## src/sv/bvm_pkg.sv

```systemverilog
// ----------------------------------------------------------------------------
// bvm_pkg
// Shared types, constants and tables of the BPSK31 varicode modulator.
// ----------------------------------------------------------------------------
package bvm_pkg;

  localparam int SINE_TABLE_BITS = 10;
  localparam int QBITS = SINE_TABLE_BITS - 2;
  localparam int QLUT_DEPTH = 1 << QBITS;

  localparam logic [5:0] PREAMBLE_LIMIT = 6'd33;
  localparam logic [5:0] POSTAMBLE_LIMIT = 6'd31;
  localparam logic [5:0] AMBLE_MAX = 6'd63;

  // Queue kinds.
  localparam logic [1:0] KIND_CHAR = 2'd0;
  localparam logic [1:0] KIND_IDLE = 2'd1;
  localparam logic [1:0] KIND_END = 2'd2;

  // Register indexes.
  localparam logic [1:0] REG_CARRIER_STEP = 2'd0;
  localparam logic [1:0] REG_SYMBOL_STEP = 2'd1;
  localparam logic [1:0] REG_RAMP_STEP = 2'd2;

  localparam logic [31:0] CARRIER_STEP_RST = 32'd536870912;
  localparam logic [31:0] SYMBOL_STEP_RST = 32'd16777216;
  localparam logic [15:0] RAMP_STEP_RST = 16'd255;

  localparam logic signed [16:0] M_POS = 17'sd32768;
  localparam logic signed [16:0] M_NEG = -17'sd32768;
  localparam logic signed [15:0] AMP_Q15 = 16'sd9830;

  typedef struct packed {
    logic [31:0] carrier_step;
    logic [31:0] symbol_step;
    logic [15:0] ramp_step;
  } cfg_t;

  // Data handed from the sequencer to the mixer.
  typedef struct packed {
    logic signed [16:0] sum;
    logic signed [16:0] mult;
    logic               taken;
    logic               start;
    logic               done;
  } s1_t;

  typedef logic [14:0] qlut_t [QLUT_DEPTH];
  typedef logic [15:0] vc_lut_t [128];
  typedef logic [9:0] vc_raw_t [128];

  // Quarter-wave sine, Q1.15, from the odd polynomial evaluated at elaboration.
  function automatic qlut_t build_qlut();
    qlut_t       lut;
    logic [63:0] z;
    logic [63:0] z2;
    logic [63:0] p;
    logic [63:0] s;
    for (int i = 0; i < QLUT_DEPTH; i++) begin
      z = 64'(i) << (16 - QBITS);
      z2 = (z * z) >> 16;
      p = 64'd43068;
      p = 64'd1256750 - ((p * z2) >> 16);
      p = 64'd21392326 - ((p * z2) >> 16);
      p = 64'd173399667 - ((p * z2) >> 16);
      p = 64'd421657428 - ((p * z2) >> 16);
      s = (((p * z) >> 16) + 64'd4096) >> 13;
      if (s > 64'd32767) begin
        s = 64'd32767;
      end
      lut[i] = s[14:0];
    end
    return lut;
  endfunction

  localparam qlut_t QSIN_LUT = build_qlut();

  // Sine of idx / 2^SINE_TABLE_BITS of a full circle.
  function automatic logic signed [15:0] qsin(input logic [SINE_TABLE_BITS-1:0] idx);
    logic [1:0]       quad;
    logic [QBITS:0]   r;
    logic [15:0]      mag;
    quad = idx[SINE_TABLE_BITS-1 -: 2];
    r = {1'b0, idx[QBITS-1:0]};
    if (quad[0]) begin
      r = (QBITS + 1)'(QLUT_DEPTH) - r;
    end
    if (r[QBITS]) begin
      mag = 16'd32767;
    end else begin
      mag = {1'b0, QSIN_LUT[r[QBITS-1:0]]};
    end
    return quad[1] ? -$signed(mag) : $signed(mag);
  endfunction

  function automatic logic signed [15:0] qcos(input logic [SINE_TABLE_BITS-1:0] idx);
    logic [SINE_TABLE_BITS-1:0] shifted;
    shifted = idx + SINE_TABLE_BITS'(QLUT_DEPTH);
    return qsin(shifted);
  endfunction

  // Varicode of ASCII 0..127, right aligned.
  localparam vc_raw_t VARICODE_RAW = '{
    10'b1010101011, 10'b1011011011, 10'b1011101101, 10'b1101110111,
    10'b1011101011, 10'b1101011111, 10'b1011101111, 10'b1011111101,
    10'b1011111111, 10'b11101111, 10'b11101, 10'b1101101111,
    10'b1011011101, 10'b11111, 10'b1101110101, 10'b1110101011,
    10'b1011110111, 10'b1011110101, 10'b1110101101, 10'b1110101111,
    10'b1101011011, 10'b1101101011, 10'b1101101101, 10'b1101010111,
    10'b1101111011, 10'b1101111101, 10'b1110110111, 10'b1101010101,
    10'b1101011101, 10'b1110111011, 10'b1011111011, 10'b1101111111,
    10'b1, 10'b111111111, 10'b101011111, 10'b111110101,
    10'b111011011, 10'b1011010101, 10'b1010111011, 10'b101111111,
    10'b11111011, 10'b11110111, 10'b101101111, 10'b111011111,
    10'b1110101, 10'b110101, 10'b1010111, 10'b110101111,
    10'b10110111, 10'b10111101, 10'b11101101, 10'b11111111,
    10'b101110111, 10'b101011011, 10'b101101011, 10'b110101101,
    10'b110101011, 10'b110110111, 10'b11110101, 10'b110111101,
    10'b111101101, 10'b1010101, 10'b111010111, 10'b1010101111,
    10'b1010111101, 10'b1111101, 10'b11101011, 10'b10101101,
    10'b10110101, 10'b1110111, 10'b11011011, 10'b11111101,
    10'b101010101, 10'b1111111, 10'b111111101, 10'b101111101,
    10'b11010111, 10'b10111011, 10'b11011101, 10'b10101011,
    10'b11010101, 10'b111011101, 10'b10101111, 10'b1101111,
    10'b1101101, 10'b101010111, 10'b110110101, 10'b101011101,
    10'b101110101, 10'b101111011, 10'b1010101101, 10'b111110111,
    10'b111101111, 10'b111111011, 10'b1010111111, 10'b101101101,
    10'b1011011111, 10'b1011, 10'b1011111, 10'b101111,
    10'b101101, 10'b11, 10'b111101, 10'b1011011,
    10'b101011, 10'b1101, 10'b111101011, 10'b10111111,
    10'b11011, 10'b111011, 10'b1111, 10'b111,
    10'b111111, 10'b110111111, 10'b10101, 10'b10111,
    10'b101, 10'b110111, 10'b1111011, 10'b1101011,
    10'b11011111, 10'b1011101, 10'b111010101, 10'b1010110111,
    10'b110111011, 10'b1010110101, 10'b1011010111, 10'b1110110101
  };

  // Left-justify each code so that its first bit sits at bit 15.
  function automatic vc_lut_t build_vc_lut();
    vc_lut_t     lut;
    logic [15:0] v;
    for (int i = 0; i < 128; i++) begin
      v = {6'd0, VARICODE_RAW[i]};
      for (int k = 0; k < 16; k++) begin
        if (v != 16'd0 && !v[15]) begin
          v = v << 1;
        end
      end
      lut[i] = v;
    end
    return lut;
  endfunction

  localparam vc_lut_t VARICODE_LUT = build_vc_lut();

endpackage

```

## src/sv/bpsk31_varicode_modulator.sv

```systemverilog
// ----------------------------------------------------------------------------
// bpsk31_varicode_modulator
// Path: an accepted transaction passes the s1 register, the envelope register and then the result register.
// Throughput: one transaction per cycle through a three-register pipeline, unless a stalled result holds it up.
// Reset: synchronous, active low; restores the default settings and resets the sequencer state and valids.
// ----------------------------------------------------------------------------
module bpsk31_varicode_modulator (
  input  logic               clk,
  input  logic               rst_n,
  // Input channel: one sample tick carrying the head of the text queue.
  input  logic               in_valid,
  output logic               in_stall,
  input  logic [7:0]         in_next_char,
  input  logic [1:0]         in_next_kind,
  // Result channel: one carrier sample per tick.
  output logic               out_valid,
  input  logic               out_stall,
  output logic signed [15:0] out_sample,
  output logic               out_char_taken,
  output logic               out_symbol_start,
  output logic               out_done_res,
  // Configuration port.
  input  logic               psel,
  input  logic               penable,
  input  logic               pwrite,
  input  logic [3:0]         paddr,
  input  logic [31:0]        pwdata,
  output logic [31:0]        prdata,
  output logic               pready
);

  bvm_pkg::cfg_t cfg;
  bvm_pkg::s1_t  s1;
  logic          accept;
  logic          in_hold;

  // The input side only waits when every pipeline stage holds a sample and
  // the result channel is stalled, so a waiting result does not stop intake
  // while there is still room in the pipeline.
  assign in_stall = in_hold;
  assign accept = in_valid && !in_hold;

  bvm_cfg_regs u_cfg (
    .clk     (clk),
    .rst_n   (rst_n),
    .psel    (psel),
    .penable (penable),
    .pwrite  (pwrite),
    .paddr   (paddr),
    .pwdata  (pwdata),
    .prdata  (prdata),
    .pready  (pready),
    .cfg     (cfg)
  );

  // First stage: all per-tick state advances here, once per accepted
  // transaction. The symbol timer carry selects a new bit, the bit decides
  // whether the phase flips, and the flip is shaped by the ramp cosine. The
  // carrier cos+sin sum is looked up from the phase before its increment.
  bvm_sequencer u_seq (
    .clk       (clk),
    .rst_n     (rst_n),
    .cfg       (cfg),
    .accept    (accept),
    .next_char (in_next_char),
    .next_kind (in_next_kind),
    .s1        (s1)
  );

  // Second and third stages: the envelope multiply, then the 0.3 amplitude
  // scale, each rounded half away from zero, with the result register last.
  bvm_mixer u_mix (
    .clk              (clk),
    .rst_n            (rst_n),
    .accept           (accept),
    .s1               (s1),
    .in_hold          (in_hold),
    .out_valid        (out_valid),
    .out_stall        (out_stall),
    .out_sample       (out_sample),
    .out_char_taken   (out_char_taken),
    .out_symbol_start (out_symbol_start),
    .out_done_res     (out_done_res)
  );

endmodule

```

## src/sv/bvm_cfg_regs.sv

```systemverilog
// ----------------------------------------------------------------------------
// bvm_cfg_regs
// APB-style register file holding the carrier, symbol and ramp steps.
// ----------------------------------------------------------------------------
module bvm_cfg_regs (
  input  logic           clk,
  input  logic           rst_n,
  input  logic           psel,
  input  logic           penable,
  input  logic           pwrite,
  input  logic [3:0]     paddr,
  input  logic [31:0]    pwdata,
  output logic [31:0]    prdata,
  output logic           pready,
  output bvm_pkg::cfg_t  cfg
);

  bvm_pkg::cfg_t cfg_r;
  bvm_pkg::cfg_t cfg_nxt;
  logic          wr_en;

  assign pready = 1'b1;
  assign wr_en = psel && penable && pwrite;
  assign cfg = cfg_r;

  always_comb begin
    cfg_nxt = cfg_r;
    if (wr_en) begin
      case (paddr[3:2])
        bvm_pkg::REG_CARRIER_STEP: cfg_nxt.carrier_step = pwdata;
        bvm_pkg::REG_SYMBOL_STEP:  cfg_nxt.symbol_step = pwdata;
        bvm_pkg::REG_RAMP_STEP:    cfg_nxt.ramp_step = pwdata[15:0];
        default: cfg_nxt = cfg_r;
      endcase
    end
  end

  always_comb begin
    case (paddr[3:2])
      bvm_pkg::REG_CARRIER_STEP: prdata = cfg_r.carrier_step;
      bvm_pkg::REG_SYMBOL_STEP:  prdata = cfg_r.symbol_step;
      bvm_pkg::REG_RAMP_STEP:    prdata = {16'd0, cfg_r.ramp_step};
      default: prdata = 32'd0;
    endcase
  end

  always_ff @(posedge clk) begin
    if (!rst_n) begin
      cfg_r.carrier_step <= bvm_pkg::CARRIER_STEP_RST;
      cfg_r.symbol_step <= bvm_pkg::SYMBOL_STEP_RST;
      cfg_r.ramp_step <= bvm_pkg::RAMP_STEP_RST;
    end else begin
      cfg_r <= cfg_nxt;
    end
  end

endmodule

```

## src/sv/bvm_sequencer.sv

```systemverilog
// ----------------------------------------------------------------------------
// bvm_sequencer
// Symbol timer, bit source, phase and ramp state, and the table lookups.
// ----------------------------------------------------------------------------
module bvm_sequencer (
  input  logic           clk,
  input  logic           rst_n,
  input  bvm_pkg::cfg_t  cfg,
  input  logic           accept,
  input  logic [7:0]     next_char,
  input  logic [1:0]     next_kind,
  output bvm_pkg::s1_t   s1
);

  localparam logic [2:0] MODE_OFF = 3'd0;
  localparam logic [2:0] MODE_PRE = 3'd1;
  localparam logic [2:0] MODE_SEND = 3'd2;
  localparam logic [2:0] MODE_POST = 3'd3;
  localparam logic [2:0] MODE_END = 3'd4;
  localparam int TB = bvm_pkg::SINE_TABLE_BITS;

  logic [31:0] carrier_phase_r, carrier_phase_nxt;
  logic [31:0] symbol_timer_r, symbol_timer_nxt;
  logic [16:0] ramp_angle_r, ramp_angle_nxt;
  logic [15:0] bit_shifter_r, bit_shifter_nxt;
  logic        ending_zero_due_r, ending_zero_due_nxt;
  logic [2:0]  tx_mode_r, tx_mode_nxt;
  logic [5:0]  amble_count_r, amble_count_nxt;
  logic        phase_is_180_r, phase_is_180_nxt;
  logic        reversing_r, reversing_nxt;
  bvm_pkg::s1_t s1_r, s1_nxt;

  logic [32:0]        timer_sum;
  logic [16:0]        ramp_cur;
  logic               bit_val;
  logic               taken_nxt;
  logic               start_nxt;
  logic               done_nxt;
  logic signed [15:0] ramp_cos;
  logic signed [15:0] car_cos;
  logic signed [15:0] car_sin;

  assign s1 = s1_r;
  assign car_cos = bvm_pkg::qcos(carrier_phase_r[31 -: TB]);
  assign car_sin = bvm_pkg::qsin(carrier_phase_r[31 -: TB]);

  always_comb begin
    carrier_phase_nxt = carrier_phase_r + cfg.carrier_step;
    symbol_timer_nxt = symbol_timer_r;
    ramp_angle_nxt = ramp_angle_r;
    bit_shifter_nxt = bit_shifter_r;
    ending_zero_due_nxt = ending_zero_due_r;
    tx_mode_nxt = tx_mode_r;
    amble_count_nxt = amble_count_r;
    phase_is_180_nxt = phase_is_180_r;
    reversing_nxt = reversing_r;
    taken_nxt = 1'b0;
    start_nxt = 1'b0;
    done_nxt = 1'b0;
    bit_val = 1'b0;
    ramp_cur = ramp_angle_r;
    timer_sum = {1'b0, symbol_timer_r} + {1'b0, cfg.symbol_step};

    if (tx_mode_r >= MODE_END) begin
      done_nxt = 1'b1;
    end else begin
      symbol_timer_nxt = timer_sum[31:0];
      if (timer_sum[32]) begin
        start_nxt = 1'b1;
        ramp_cur = 17'd0;
        if (bit_shifter_r != 16'd0) begin
          bit_val = bit_shifter_r[15];
          bit_shifter_nxt = {bit_shifter_r[14:0], 1'b0};
          if (bit_shifter_r[14:0] == 15'd0) begin
            ending_zero_due_nxt = 1'b1;
          end
        end else if (ending_zero_due_r) begin
          ending_zero_due_nxt = 1'b0;
        end else begin
          case (tx_mode_r)
            MODE_OFF: begin
              tx_mode_nxt = MODE_PRE;
              amble_count_nxt = 6'd1;
            end
            MODE_PRE: begin
              amble_count_nxt = amble_count_r + 6'd1;
              if (amble_count_r >= bvm_pkg::PREAMBLE_LIMIT) begin
                amble_count_nxt = 6'd0;
                tx_mode_nxt = MODE_SEND;
              end
            end
            MODE_SEND: begin
              if (next_kind == bvm_pkg::KIND_CHAR) begin
                taken_nxt = 1'b1;
                bit_shifter_nxt = bvm_pkg::VARICODE_LUT[next_char[6:0]];
              end else if (next_kind == bvm_pkg::KIND_END) begin
                taken_nxt = 1'b1;
                tx_mode_nxt = MODE_POST;
                amble_count_nxt = 6'd0;
              end
            end
            default: begin
              // Postamble: the count saturates at AMBLE_MAX; passing POSTAMBLE_LIMIT or saturation ends it.
              if (amble_count_r < bvm_pkg::AMBLE_MAX) begin
                amble_count_nxt = amble_count_r + 6'd1;
              end
              if (amble_count_r > bvm_pkg::POSTAMBLE_LIMIT ||
                  amble_count_r == bvm_pkg::AMBLE_MAX) begin
                tx_mode_nxt = MODE_END;
                bit_val = 1'b1;
              end
            end
          endcase
        end

        if (tx_mode_nxt >= MODE_END) begin
          done_nxt = 1'b1;
          phase_is_180_nxt = 1'b1;
          reversing_nxt = 1'b0;
        end else if (!bit_val) begin
          reversing_nxt = 1'b1;
          phase_is_180_nxt = !phase_is_180_r;
        end else begin
          reversing_nxt = 1'b0;
        end
      end
      ramp_angle_nxt = ramp_cur + {1'b0, cfg.ramp_step};
    end
  end

  assign ramp_cos = bvm_pkg::qcos(ramp_cur[16 -: TB]);

  always_comb begin
    s1_nxt.taken = taken_nxt;
    s1_nxt.start = start_nxt;
    s1_nxt.done = done_nxt;
    if (done_nxt) begin
      s1_nxt.mult = bvm_pkg::M_NEG;
    end else if (reversing_nxt) begin
      s1_nxt.mult = phase_is_180_nxt ? 17'(ramp_cos) : -17'(ramp_cos);
    end else begin
      s1_nxt.mult = phase_is_180_nxt ? bvm_pkg::M_NEG : bvm_pkg::M_POS;
    end
    s1_nxt.sum = 17'(car_cos) + 17'(car_sin);
  end

  always_ff @(posedge clk) begin
    if (!rst_n) begin
      carrier_phase_r <= 32'd0;
      symbol_timer_r <= 32'hFFFF_FFFF;
      ramp_angle_r <= 17'd0;
      bit_shifter_r <= 16'd0;
      ending_zero_due_r <= 1'b0;
      tx_mode_r <= MODE_OFF;
      amble_count_r <= 6'd0;
      phase_is_180_r <= 1'b1;
      reversing_r <= 1'b0;
    end else if (accept) begin
      carrier_phase_r <= carrier_phase_nxt;
      symbol_timer_r <= symbol_timer_nxt;
      ramp_angle_r <= ramp_angle_nxt;
      bit_shifter_r <= bit_shifter_nxt;
      ending_zero_due_r <= ending_zero_due_nxt;
      tx_mode_r <= tx_mode_nxt;
      amble_count_r <= amble_count_nxt;
      phase_is_180_r <= phase_is_180_nxt;
      reversing_r <= reversing_nxt;
    end
  end

  always_ff @(posedge clk) begin
    if (accept) begin
      s1_r <= s1_nxt;
    end
  end

endmodule

```

## src/sv/bvm_mixer.sv

```systemverilog
// ----------------------------------------------------------------------------
// bvm_mixer
// Two multiply stages that scale the carrier sum and drive the result channel.
// ----------------------------------------------------------------------------
module bvm_mixer (
  input  logic               clk,
  input  logic               rst_n,
  input  logic               accept,
  input  bvm_pkg::s1_t       s1,
  output logic               in_hold,
  output logic               out_valid,
  input  logic               out_stall,
  output logic signed [15:0] out_sample,
  output logic               out_char_taken,
  output logic               out_symbol_start,
  output logic               out_done_res
);

  logic v1_r, v2_r, v3_r;
  logic adv2, adv3;

  logic signed [33:0] prod1;
  logic [33:0]        mag1;
  logic [18:0]        rnd1;
  logic signed [17:0] v_nxt;
  logic signed [17:0] env_r;
  logic [2:0]         flags2_r;

  logic signed [33:0] prod2;
  logic [33:0]        mag2;
  logic [18:0]        rnd2;
  logic signed [15:0] sample_nxt;
  logic signed [15:0] sample_r;
  logic [2:0]         flags3_r;

  // A stage moves on when the one after it is empty or moving on too.
  assign adv3 = !v3_r || !out_stall;
  assign adv2 = !v2_r || adv3;
  assign in_hold = v1_r && !adv2;

  // Round half away from zero by 2^15.
  always_comb begin
    prod1 = s1.sum * s1.mult;
    mag1 = prod1[33] ? 34'(-prod1) : 34'(prod1);
    rnd1 = 19'((mag1 + 34'd16384) >> 15);
    v_nxt = prod1[33] ? -$signed(rnd1[17:0]) : $signed(rnd1[17:0]);
  end

  always_comb begin
    prod2 = env_r * bvm_pkg::AMP_Q15;
    mag2 = prod2[33] ? 34'(-prod2) : 34'(prod2);
    rnd2 = 19'((mag2 + 34'd16384) >> 15);
    if (!prod2[33]) begin
      sample_nxt = (rnd2 > 19'd32767) ? 16'sd32767 : $signed(rnd2[15:0]);
    end else begin
      sample_nxt = (rnd2 > 19'd32768) ? -16'sd32768 : -$signed(rnd2[15:0]);
    end
  end

  always_ff @(posedge clk) begin
    if (!rst_n) begin
      v1_r <= 1'b0;
      v2_r <= 1'b0;
      v3_r <= 1'b0;
    end else begin
      v1_r <= accept || (v1_r && !adv2);
      if (adv2) begin
        v2_r <= v1_r;
      end
      if (adv3) begin
        v3_r <= v2_r;
      end
    end
  end

  always_ff @(posedge clk) begin
    if (adv2) begin
      env_r <= v_nxt;
      flags2_r <= {s1.taken, s1.start, s1.done};
    end
    if (adv3) begin
      sample_r <= sample_nxt;
      flags3_r <= flags2_r;
    end
  end

  assign out_valid = v3_r;
  assign out_sample = sample_r;
  assign out_char_taken = flags3_r[2];
  assign out_symbol_start = flags3_r[1];
  assign out_done_res = flags3_r[0];

endmodule

```

## config.mk

```make
export PLATFORM = sky130hd
export DESIGN_NAME = bpsk31_varicode_modulator
export DESIGN_NICKNAME = d
export VERILOG_FILES = /design/src/sv/bvm_pkg.sv /design/src/sv/bpsk31_varicode_modulator.sv /design/src/sv/bvm_cfg_regs.sv /design/src/sv/bvm_sequencer.sv /design/src/sv/bvm_mixer.sv
export SDC_FILE = /design/constraint.sdc
export NUM_CORES = 2
export LEC_CHECK = 0
export BUFFER_PORTS_ARGS = -buffer_cell sky130_fd_sc_hd__buf_2
export CAP_MARGIN = 20
export CORE_UTILIZATION = 25
export DETAILED_ROUTE_END_ITERATION = 12
export GPL_TIMING_DRIVEN = 1
export SYNTH_ARGS = -nofsm -noshare
export SYNTH_HDL_FRONTEND = slang
export SYNTH_SLANG_ARGS = --single-unit
```

## constraint.sdc

```tcl
create_clock -name clk -period 13.25 [get_ports clk]
set_input_delay 0.6625 -clock clk [delete_from_list [all_inputs] [get_ports clk]]
set_output_delay 0.6625 -clock clk [all_outputs]
set_load 0.02 [all_outputs]
```

Yosys cells after proc, flatten, opt, wreduce, memory -nomap -nowiden
Memories as Yosys holds them, arrays and structs flattened.
Cells that the tools add are included.
W data, S select, Z words.
- mux-type cells: 70
- $mul: 2
- bitwise operators: 9
- order comparisons: 11
- equality and inequality tests: 10
- add/subtract/negate cells: 20
- reductions and logical operators: 32
- operators with widths (operator ; number):
    $mux W16 ; 12
    $mux W15 ; 9
    $mux W17 ; 6
    $pmux W32 S3 ; 1
    $neg A15 Y16 ; 3
    $add A34 B15 Y34 const B ; 1
    $mul A17 B17 Y34 ; 1
    $mux W34 ; 1
    $neg A34 Y34 ; 1
    $add A32 B32 Y33 ; 1
    $add A33 B15 Y33 const B ; 1
    $mux W33 ; 1
    $neg A33 Y33 ; 1
    $add A32 B32 Y32 ; 1
    $mul A18 B14 Y32 const B ; 1
    $ge A9 B9 Y1 const B ; 3
    $mux W9 ; 3
    $not A8 Y9 ; 3
    $sub A9 B8 Y9 const A ; 3
    $mux W3 ; 8
    $mux W6 ; 4
    $mux W1 ; 22
    $add A10 B9 Y10 const B ; 2
    $gt A19 B15 Y1 const B ; 1
    other kinds (40) ; 64
- flip-flop bits (word level): 269
- output and inout port bits: 54
- memory bits (read-only): 13568
- bits of input ports: 53
- memories kept: 4
- memory list (memory ; depth ; bits a word ; read ports ; clocked after memory_dff ; wr ports ; line ; text):
    (name not given) ; 256 ; 15 ; 1 ; 0 ; 0 ; bvm_pkg.sv:91 ; mag = {1'b0, QSIN_LUT[r[QBITS-1:0]]};
    (name not given) ; 256 ; 15 ; 1 ; 0 ; 0 ; bvm_pkg.sv:91 ;
    (name not given) ; 256 ; 15 ; 1 ; 0 ; 0 ; bvm_pkg.sv:91 ;
    (name not given) ; 128 ; 16 ; 1 ; 0 ; 0 ; bvm_sequencer.sv:95 ; bit_shifter_nxt = bvm_pkg::VARICODE_LUT[next_char[6:0]];

Logic depth before layout (Yosys ltp)
- depth in word-level cells: 17
- depth in mapped cells: 42
- mapped depth without buffers: 37

Modules after synthesis
Synthesis repeated with hierarchy kept, for this count alone.
- cells, all modules: 6886
- area total of the unflattened synthesis: 51805.9 um^2
- by module, submodules not included (module ; area an instance (um^2) ; times used ; seq. area each (um^2) ; cells each):
    bvm_sequencer ; 26669.3 ; 1 ; 3173.0 ; 4054
    bvm_mixer ; 21469.3 ; 1 ; 1261.2 ; 2427
    bvm_cfg_regs ; 3653.5 ; 1 ; 1601.5 ; 404
    bpsk31_varicode_modulator ; 13.8 ; 1 ; 0.0 ; 1

Worst setup path after synthesis
OpenSTA, ideal clock, no wires.
- path kind: register -> register
- start point: register u_seq.s1_r (netlist bit u_seq.s1[13])
- end point: register u_mix.env_r[16], data pin
- arrival: 10083 ps
- path slack: 2905 ps
- stages on the path, launching flop included: 40
- required time: 12988 ps
- buffers on the path: 6
- path through: edfxtp_1 -> clkbuf_1 -> clkbuf_1 -> nand2_1 -> fa_1 -> inv_1 -> fa_1 -> fa_1 -> fa_1 -> fa_1 -> inv_1 -> fa_1 -> inv_1 -> ha_1 -> clkbuf_1 -> a21oi_1 -> a21boi_0 -> o21ai_0 -> [4 not listed] -> a211oi_1 -> nor3_1 -> clkbuf_1 -> clkbuf_1 -> clkbuf_1 -> nand2_1 -> xnor2_1 -> ha_1 -> inv_1 -> or4_1 -> mux2i_1 -> a21oi_1 -> nor4b_1 -> and4b_1 -> nand3_1 -> or3_1 -> o31ai_1 -> xnor2_1
- word-level cells in the longest chain between the ends: 6
- RTL lines (what ; line ; text):
    from (decl) ; bvm_sequencer.sv:31 ; bvm_pkg::s1_t s1_r, s1_nxt;
    from (signal assigned) ; bvm_sequencer.sv:173 ; s1_r <= s1_nxt;
    $mul A17 B17 Y34 * ; bvm_mixer.sv:43 ; prod1 = s1.sum * s1.mult;
    $neg A33 Y33 ; bvm_mixer.sv:44 ; mag1 = prod1[33] ? 34'(-prod1) : 34'(prod1);
    $mux W33 ; bvm_mixer.sv:44 ;
    $add A33 B15 Y33 ; bvm_mixer.sv:45 ; rnd1 = 19'((mag1 + 34'd16384) >> 15);
    $neg A18 Y18 ; bvm_mixer.sv:46 ; v_nxt = prod1[33] ? -$signed(rnd1[17:0]) : $signed(rnd1[17:0]);
    $mux W18 * ; bvm_mixer.sv:46 ;
    named net u_mix.v_nxt[16] ; bvm_mixer.sv:25 ; logic signed [17:0] v_nxt;
    to (signal assigned) ; bvm_mixer.sv:78 ; env_r <= v_nxt;
    to (decl) ; bvm_mixer.sv:26 ; logic signed [17:0] env_r;
The timed path passes the listed nets; every way through them passes the cells marked *.
A chain may end at the register's enable or synchronous reset.

Worst setup path after layout
- start point: register u_seq.s1_r (netlist bit u_seq.s1[19])
- end point: register u_mix.env_r[16], data pin
The elaborated chain is that of the path after synthesis.

==> reports/qor.txt <==
CTS Hold Bufs = 0
Clk sink count = 263
Fraction of final layout cells sized beyond drive strength 1 = 0.0643
Routability cong. = 0.981
Synth Cell Area = 50100 um^2
Syn nets = 7640
WP depth = 32
M2 GR Usage = 0.299
Total iterations of the first detailed-routing run = 6
Max Clock Skew = 0.0200 ns
IO buf count = 102
Global Route Usage Sum = 0.186
Final Slew Violations = 0
Number of nets in the layout = 7454
Busiest grt layer = met2
DRC = 0
Largest area contributor in the netlist = fa_1
CTS clock-pin slew for the worst setup and hold paths = 0.06 ns
Critical Path RT = 13.65 ns
Buf/Inv on CP = 4
Flop2flop setup slack = 1.88 ns
Worst Setup End Kind = flop
Post-synth EDFFs = 77
Cell count after synthesis = 6838
Fin. Hold Viols = 0
Top cell types by occurrence after synthesis = nand2_1, inv_1, o21ai_0, nor2_1, a21oi_1
GR Layer Usage met3 = 0.0326
Setup repair after global routing missed its margin = no
Period minus WS final = 11.37 ns
Area of the die = 202000 um^2
Slew Limit Headroom = 0.183
Ports = 107
Setup Crit Path Kind = reg2reg
Setup crit start = u_seq.s1[19]$_SDFFCE_PP1P_
Area of the core = 198000 um^2
Status = finished clean
Ys flop type = dfxtp_1
Clk root buf = clkbuf_16
Synth cell types = 105
Worst-case reg-to-reg path depth = 32
Ys Warns = 0
Slowest cell on the critical path = or3_1
Synth async-reset ratio = 0
Die Ht = 450 um
Row Count = 163
Vias = 52221
Period utilisation layout = 0.858
Met1 Use GR = 0.245
CP top delay family = simple AND/OR/NAND/NOR gates
P&R area growth vs syn = 8.83%
Total Wirelength = 197 mm
Starting Density = 0.253
Total gr overflow = 0
Critical Path Fanout Max = 19
WL/cell = 21.1 um
HP Class = in2reg
First-pass GRT wire length = 303 mm
Initial DRC Count = 5836
Final setup viols = 0
Setup bufs post-CTS = 0
Vias in the first global route = 50722
Largest net degree at the start of global routing = 83
Synth top area cells = fa_1, ha_1, dfxtp_1, nand2_1, o21ai_0
H-tree lvl count = 1
Cell mode on critical path = fa_1
CTS tree = done
Post-DRT Antenna Nets = 0
#FFs+latches synth = 263
CTS Buffer Depth = 3
Worst-Skew Late Latency = 0.67 ns
Cts bufs inserted = 31
CP arrival = 11.77 ns
Worst slew pin tran = 1.21 ns
Reg-to-reg startpoint = u_seq.s1[19]$_SDFFCE_PP1P_
Post-CTS sizing = 0
R2R Path End = u_mix.env_r[16]$_DFFE_PP_
Max Freq = 87.9 MHz
Hpwl dp = 143 mm
Max Cap Violations = 0
Mapped Avg Cell Area = 7.33 um^2
Post-Route Setup TNS = 0 ns
Vias per cell = 5.60
Count leader, synth = nand2_1
Critical path endpoint = u_mix.env_r[16]$_DFFE_PP_
Critical Path Max Stage Delay = 0.69 ns
Die Wd = 450 um
Synth top area share = 0.155
Hold Crit Depth = 3
Critical Path Source Type = flop
Sequential-to-total area share from yosys stat = 0.120
Initial antenna violation count = 4
==> worst min-delay path by stage <==
stage | startpoint | to | slack [ns]
after floorplan | u_seq.s1[0]$_DFFE_PP_ | u_mix.flags2_r[0]$_DFFE_PP_ | 0.40
after global placement | u_seq.s1[0]$_DFFE_PP_ | u_mix.flags2_r[0]$_DFFE_PP_ | 0.40
after detailed placement | u_seq.s1[1]$_SDFFCE_PP0P_ | u_mix.flags2_r[1]$_DFFE_PP_ | 0.40
after CTS | pwdata[16] | u_cfg.cfg[64]$_SDFFE_PN0P_ | 0.22
after global routing | pwdata[13] | u_cfg.cfg[13]$_SDFFE_PN0P_ | 0.25
final | pwdata[24] | u_cfg.cfg[40]$_SDFFE_PN1P_ | 0.26
==> through the flow <==
stage | hold WS, ns | std cells | setup WS [ns] | instance area (um^2) | utilization
2_1_floorplan | 0.400 | 6838 | 2.90 | 50100 | -
3_3_place_gp | 0.402 | 9252 | 2.09 | 53400 | 0.270
3_5_place_dp | 0.405 | 9253 | 1.88 | 53400 | 0.270
4_1_cts | 0.216 | 9310 | 1.88 | 54500 | 0.275
5_1_grt | 0.250 | 9316 | 1.07 | 54500 | 0.275
6_report | 0.259 | 9319 | 1.88 | 54500 | 0.275
==> sequential cells by signal (all words and copies together) (netlist names), 3 cells and up <==
name / flops
u_mix.flags2_r: 3
u_seq.symbol_timer_r: 32
u_seq.s1: 37
u_seq.amble_count_r: 6
u_mix.env_r: 18
u_seq.tx_mode_r: 3
u_seq.carrier_phase_r: 32
u_seq.ramp_angle_r: 17
u_seq.bit_shifter_r: 10
u_cfg.cfg: 80
u_mix.flags3_r: 3
u_mix.out_sample: 16
==> area by class of cell <==
cell class | instances | area (um^2)
Antenna cell | 3 | 7.51
Sequential cell | 263 | 6040
Multi-Input combinational cell | 5503 | 40200
Clock inverter | 16 | 185
Clock buffer | 41 | 843
Inverter | 598 | 2240
Timing Repair Buffer | 255 | 1670
Tap cell | 2640 | 3300
Fill cell | 21722 | 144000
==> layer usage <==
layer | up-vias | wire length [um]
met5 | - | 13
met4 | 2 | 8650
met3 | 501 | 16900
met2 | 2564 | 88500
met1 | 25178 | 82900
li1 | 23976 | -
==> layout by cell type (no fill, tap or decap), types with 104 or more instances in the layout <==
cell type / instances
a21oi_1: 453
o211ai_1: 149
fa_1: 388
dfxtp_1: 185
buf_4: 150
nor2_1: 483
ha_1: 360
o21ai_0: 483
and2_1: 201
inv_1: 588
a211oi_1: 104
nor3_1: 164
xnor2_1: 170
nand2_1: 890
nand3_1: 209
a31oi_1: 110
==> cells by family (layout without fill, tap and decap cells) <==
family                   Yosys count  after routing  share of synthesized area
AND/OR/NAND/NOR                 2355           2355                      0.220
AO/OA/AOI/OAI                   2066           2066                      0.273
buffers and inverters           1072            910                     0.0809
adder cells (fa/ha/maj)          750            750                      0.245
XOR/XNOR                         267            267                     0.0468
flip-flops                       263            263                      0.120
multiplexers                      64             64                     0.0134
other                              1              4                  0.0000749
==> worst reg2reg max path: cells and delay by family, from the launching register on <==
| family | cells | cell delay, ns |
|---|---|---|
| and+or+nand+nor | 12 | 4.03 |
| adders and majority gates | 8 | 3.88 |
| DFF | 1 | 0.58 |
| AOI/OAI and AO/OA | 5 | 1.44 |
| buffers and inverters | 4 | 0.62 |
| muxes | 1 | 0.29 |
| xor gates and xnor gates | 2 | 0.28 |
Power is left out: the tool's default activity adds up to more than one toggle a clock period on the data nets, which glitch-free logic cannot reach.
